<file path="src/design/srcp_div.sv">
// Pipelined restoring divider lane: entry stage, then a quotient bit per stage.
// Quotients too large for any crossing are flagged and clamped. No package use.
module srcp_div #(
  parameter int C = 24
) (
  input  logic           clk_i,
  input  logic           en_i,
  input  logic [2*C:0]   prod_i,
  input  logic [C-1:0]   dvs_i,
  input  logic           neg_i,
  output logic [C+2:0]   mag_o,
  output logic           neg_o
);
  localparam int QB = C + 2;
  localparam int PW = 2 * C + 1;

  logic [C-1:0]  rem_q  [QB+1];
  logic [QB-1:0] nq_q   [QB+1];
  logic [C-1:0]  d_q    [QB+1];
  logic          neg_q  [QB+1];
  logic          over_q [QB+1];

  // Entry stage: a quotient of 2^QB or more cannot land on an edge span.
  always_ff @(posedge clk_i) begin
    if (en_i) begin
      rem_q[0]  <= {1'b0, prod_i[PW-1:QB]};
      nq_q[0]   <= prod_i[QB-1:0];
      d_q[0]    <= dvs_i;
      neg_q[0]  <= neg_i;
      over_q[0] <= ({1'b0, prod_i[PW-1:QB]} >= dvs_i);
    end
  end

  // Each stage brings down one dividend bit and shifts in one quotient bit.
  for (genvar k = 1; k <= QB; k++) begin : g_step
    logic [C:0]   r2;
    logic [C:0]   sub;
    logic         ge;
    logic [C-1:0] rem_n;

    always_comb begin
      r2    = {rem_q[k-1], nq_q[k-1][QB-1]};
      sub   = r2 - {1'b0, d_q[k-1]};
      ge    = (r2 >= {1'b0, d_q[k-1]});
      rem_n = ge ? sub[C-1:0] : r2[C-1:0];
    end

    always_ff @(posedge clk_i) begin
      if (en_i) begin
        rem_q[k]  <= rem_n;
        nq_q[k]   <= {nq_q[k-1][QB-2:0], ge};
        d_q[k]    <= d_q[k-1];
        neg_q[k]  <= neg_q[k-1];
        over_q[k] <= over_q[k-1];
      end
    end
  end

  assign mag_o = over_q[QB] ? {1'b1, {QB{1'b0}}} : {1'b0, nq_q[QB]};
  assign neg_o = neg_q[QB];

endmodule

</file>
<file path="config.mk">
export PLATFORM = sky130hd
export DESIGN_NAME = srcp_div
export DESIGN_NICKNAME = d
export VERILOG_FILES = /design/src/design/srcp_div.sv
export SDC_FILE = /design/constraint.sdc
export NUM_CORES = 2
export LEC_CHECK = 0
export BUFFER_PORTS_ARGS = -buffer_cell sky130_fd_sc_hd__buf_4
export CAP_MARGIN = 10
export CORE_MARGIN = 4
export CORE_UTILIZATION = 30
export CTS_BUF_LIST = sky130_fd_sc_hd__clkbuf_2
export DETAILED_ROUTE_END_ITERATION = 8
export PLACE_DENSITY = 0.49
export SKIP_CTS_REPAIR_TIMING = 1
export SLEW_MARGIN = 30
export SYNTH_ARGS = -nofsm -noshare
export SYNTH_HDL_FRONTEND = slang
export SYNTH_SLANG_ARGS = --single-unit
</file>
<file path="constraint.sdc">
create_clock -name clk_i -period 7.5 [get_ports clk_i]
set_input_delay 1.125 -clock clk_i [delete_from_list [all_inputs] [get_ports clk_i]]
set_output_delay 1.125 -clock clk_i [all_outputs]
set_load 0.03 [all_outputs]
</file>
-- After elaboration in Yosys (flattened, before gate mapping)
Memories as Yosys holds them, arrays and structs flattened.
Cells that the tools add are included.
- magnitude comparators: 27
- multiplexer cells: 29
- add/subtract/negate cells: 26
- operators with widths (kind ; number):
    >= comparator 25 x 24 -> 1 bit ; 26
    two-way mux 24 bit ; 26
    subtractor 24 bit ; 26
    two-way mux 27 bit ; 1
    >= comparator 23 x 24 -> 1 bit ; 1
    two-way mux 1 bit ; 2
- register bits: 0
- memories kept: 5
- input bits: 76
- logic and storage cells: 87
- memory bits (writable): 2052
- output and inout port bits: 28
- memory list (name ; words ; bits a word ; read ports ; clocked after memory_dff ; write ports ; line ; source):
    nq_q ; 27 ; 26 ; 27 ; 0 ; 27 ; 18 ; logic [QB-1:0] nq_q [QB+1];
    d_q ; 27 ; 24 ; 26 ; 0 ; 27 ; 19 ; logic [C-1:0] d_q [QB+1];
    rem_q ; 27 ; 24 ; 26 ; 0 ; 27 ; 17 ; logic [C-1:0] rem_q [QB+1];
    neg_q ; 27 ; 1 ; 27 ; 0 ; 27 ; 20 ; logic neg_q [QB+1];
    over_q ; 27 ; 1 ; 27 ; 0 ; 27 ; 21 ; logic over_q [QB+1];

-- Longest topological paths before layout
- depth after elaboration: 2
- depth in mapped cells: 15
- mapped depth without buffers: 14

-- Worst setup path after synthesis
OpenSTA, ideal clock, no wires.
- path kind: register to register
- start: memory rem_q[18][9] (netlist: rem_q[4][57])
- end: memory rem_q[19][7] (netlist: rem_q[4][79]), data pin
- slack: 3.672 ns
- required time: 7.240 ns
- clock period less this slack: 3.828 ns
- cell stages (with the launch flop): 15
- setup time: 0.260 ns
- buffers on the path: 3
- arrival: 3.568 ns
- cells stage by stage: edfxtp_1 > ha_1 > buf_6 > a21o_1 > a21o_1 > a221o_1 > a31o_1 > o22a_1 > a221o_1 > a221o_1 > a21o_1 > a211o_1 > buf_6 > buf_6 > mux2_4
- RTL lines (element ; line):
    start: declaration ; 17

==> qor.csv <==
metric,value,unit
min_path_cells,5,
cts-htree-levels,6,
leakagePower,44.58,nW
fin_crit_sh,0.6498,
grt_pass1_vias,61640,
crit_type,flop to flop,
slew_headroom,0.3046,
synth_flop_cell,edfxtp_1,
final_cells,13020,
period_minus_slack,4.874,ns
clk_latency,1.96,ns
worstMarginPinSlew,1.043,ns
maxSlewViolCount,0,
setup_violations,0,
rsz0062_at_grt,false,
seqCellArea,60150,µm²
place_inst,11880,
drt_iter0_markers,3412,
final_cell_mix,"edfxtp_1 (2,003), inv_1 (824), clkbuf_2 (819)",
area_growth,13.33,%
postSynth.asyncResetShare,0,
synth.avg_cell_area,13.02,µm²
synth_top_area_frac,0.6159,
cp_slowest_cell,a41oi_2,
die_w,578.5,µm
clockBufferDepth,4,
cts_tree,built,
fp-row-count,209,
ys_seq_area_frac,0.6159,
globalplace.congestion,0.8735,
crit_path_max_incr_delay,0.58,ns
ant_nets,0,
wirelength,216200,µm
start_util,0.3014,
synth_area_leaders,"edfxtp_1 (62%), ha_1 (8.3%), mux2_2 (3.5%), inv_1 (3.2%), a21oi_1 (2.6%)",
critPathLaunchType,flop,
worst_setup_path_end_kind,flop,
powerDensity,389.4,nW/µm²
final_common_cell,edfxtp_1,
cp_num_cells,14,
min_path_type,input pin to flop,
fin_tns_setup,0,ns
fmax,0.2052,GHz
synth_area_leader_cell,edfxtp_1,
die-height,578.5,µm
fillers,31890,
worst-r2r-cell-count,14,
grt_pass1_wl,338500,µm
crit_fanout,17,
critPathBufInv,2,
ys_ff_latch,2003,
netlist_instances,7502,
post_drt_wl_per_cell,16.61,µm
finClkSkew,0.1607,ns
hold_viol,0,
drcViolationCount,0,
io_buffers,103,
cp.required,9.15,ns
outcome,finished clean,
grt_max_degree,169,
core,324000,µm²
grtUsageTotal,0.1258,
cts-buffers-inserted,575,
io_pins,104,
synth_nets,8250,
yosysWarnings,0,
synth_edf_count,2003,
vias,60120,
antenna_found_initial,9,
dpl.hpwl,153200,µm
drive_gt1_frac,0.1642,
crit_chain,"inv_1, ha_1, nor2b_1, o21a_1, o21ai_0, a21oi_1, a2111oi_0, o21bai_1, a21o_1, a221oi_1, o31ai_1, a41oi_2, buf_4, mux2_2",
ys_types,80,
die_area,334700,µm²
worstPathArrival,6.52,ns
fin_util,0.3416,
clk_pin_slew,0.10,ns
clk_root_buffer_cell,clkbuf_2,
grt_overflow,0,
multi_input_area,34080,µm²
cts_sinks,2003,
maxCapViolCount,0,
netlist_area,97650,µm²
dr.pass1.iters,5,
viasPerCell,4.620,
cp_top_family,compound AO/OA/AOI/OAI gates,
nets,9024,
ir_drop,163.0,µV
==> through the flow <==
step / worst slack [ns] / instance area (µm²) / hold slack (ns) / total power, mW
after global routing: 2.258 / 110700 / 0.02725 / 46.62
after global placement: 2.752 / 104000 / 0.4004 / 34.90
after detailed placement: 2.673 / 104000 / 0.4045 / 35.21
final: 2.626 / 110700 / 0.2917 / 43.09
after floorplan: 3.672 / 97650 / 0.4003 / 30.44
after CTS: 2.623 / 109100 / -1.228 / 43.73
==> cell families (layout without fill, tap and decap cells) <==
group | after synthesis | in the layout | synth area share
simple gates | 1421 | 1421 | 0.07046
compound gates | 1652 | 1652 | 0.1064
fa+ha+maj | 672 | 672 | 0.08802
buf+inv | 932 | 2114 | 0.03634
flops | 2003 | 2003 | 0.6159
other cells | 0 | 6 | 0
mux | 348 | 348 | 0.04036
xor+xnor | 474 | 474 | 0.04251
==> synthesized netlist by cell type (10+ instances only) <==
master	count
o21a_1	66
ha_1	647
nor2_1	353
xor2_1	189
a31oi_1	51
and4_1	17
nor2b_1	129
mux2_4	16
xnor2_1	285
a221oi_1	13
and3_1	53
nor3b_1	12
clkbuf_1	77
or3_1	28
buf_2	13
nand2b_1	91
nor4_1	23
and2_1	16
a41oi_1	10
o21bai_1	63
o31a_1	21
buf_1	13
a21o_1	244
o21ai_0	396
o41ai_1	13
a211o_1	17
mux2i_1	30
o31ai_1	40
fa_1	25
inv_1	824
nand4_1	62
a21oi_1	512
nand3_1	116
nor3_1	78
o211ai_1	20
nand2_1	391
a2111oi_0	19
or2_2	33
edfxtp_1	2003
mux2_2	302
a221o_1	13
a21boi_0	29
a211oi_1	29
==> final timing paths <==
| path | slack, ns | startpoint | end |
|---|---|---|---|
| min | 0.29 | prod_i[48] | over_q[0] |
| max | 2.63 | d_q[12][1] | rem_q[3][31] |
| min reg2reg | 0.35 | neg_q[10][0] | neg_q[10][1] |
| max reg2reg | 2.63 | d_q[12][1] | rem_q[3][31] |
==> worst reg2reg max path: stages, from the launching register on <==
cell,delay [ns]
edfxtp_1,0.45
inv_1,0.07
ha_1,0.31
nor2b_1,0.14
o21a_1,0.17
o21ai_0,0.27
a21oi_1,0.20
a2111oi_0,0.51
o21bai_1,0.15
a21o_1,0.24
a221oi_1,0.53
o31ai_1,0.22
a41oi_2,0.58
buf_4,0.39
mux2_2,0.40
==> metal layers <==
layer,part of all wire,up-vias,global-route usage
met5,0.00022,-,0
met4,0.037,6,0.05496
met3,0.041,486,0.02442
met2,0.48,1213,0.2119
met1,0.44,28860,0.1570
li1,-,29560,-
==> area by class of cell <==
class,instances,share of cell area
Timing Repair Buffer,305,0.02544
Tap cell,4325,0.04890
Inverter,824,0.02795
Multi-Input combinational cell,4567,0.3079
Clock inverter,166,0.009090
Antenna cell,6,0.0001357
Clock buffer,819,0.03704
Sequential cell,2003,0.5435
==> state kept, by name, summed over array words and instances, names as in the netlist <==
register and cells:
d_q 624, neg_q 27, nq_q 702, over_q 27
rem_q 623
==> power by group <==
part	total (mW)	internal [mW]	switching, mW
combinational	17.9	8.11	9.75
clock	8.00	3.24	4.76
sequential	17.2	15.8	1.42
total	43.1	27.2	15.9
Note: power is estimated with default switching activity, not from simulation.
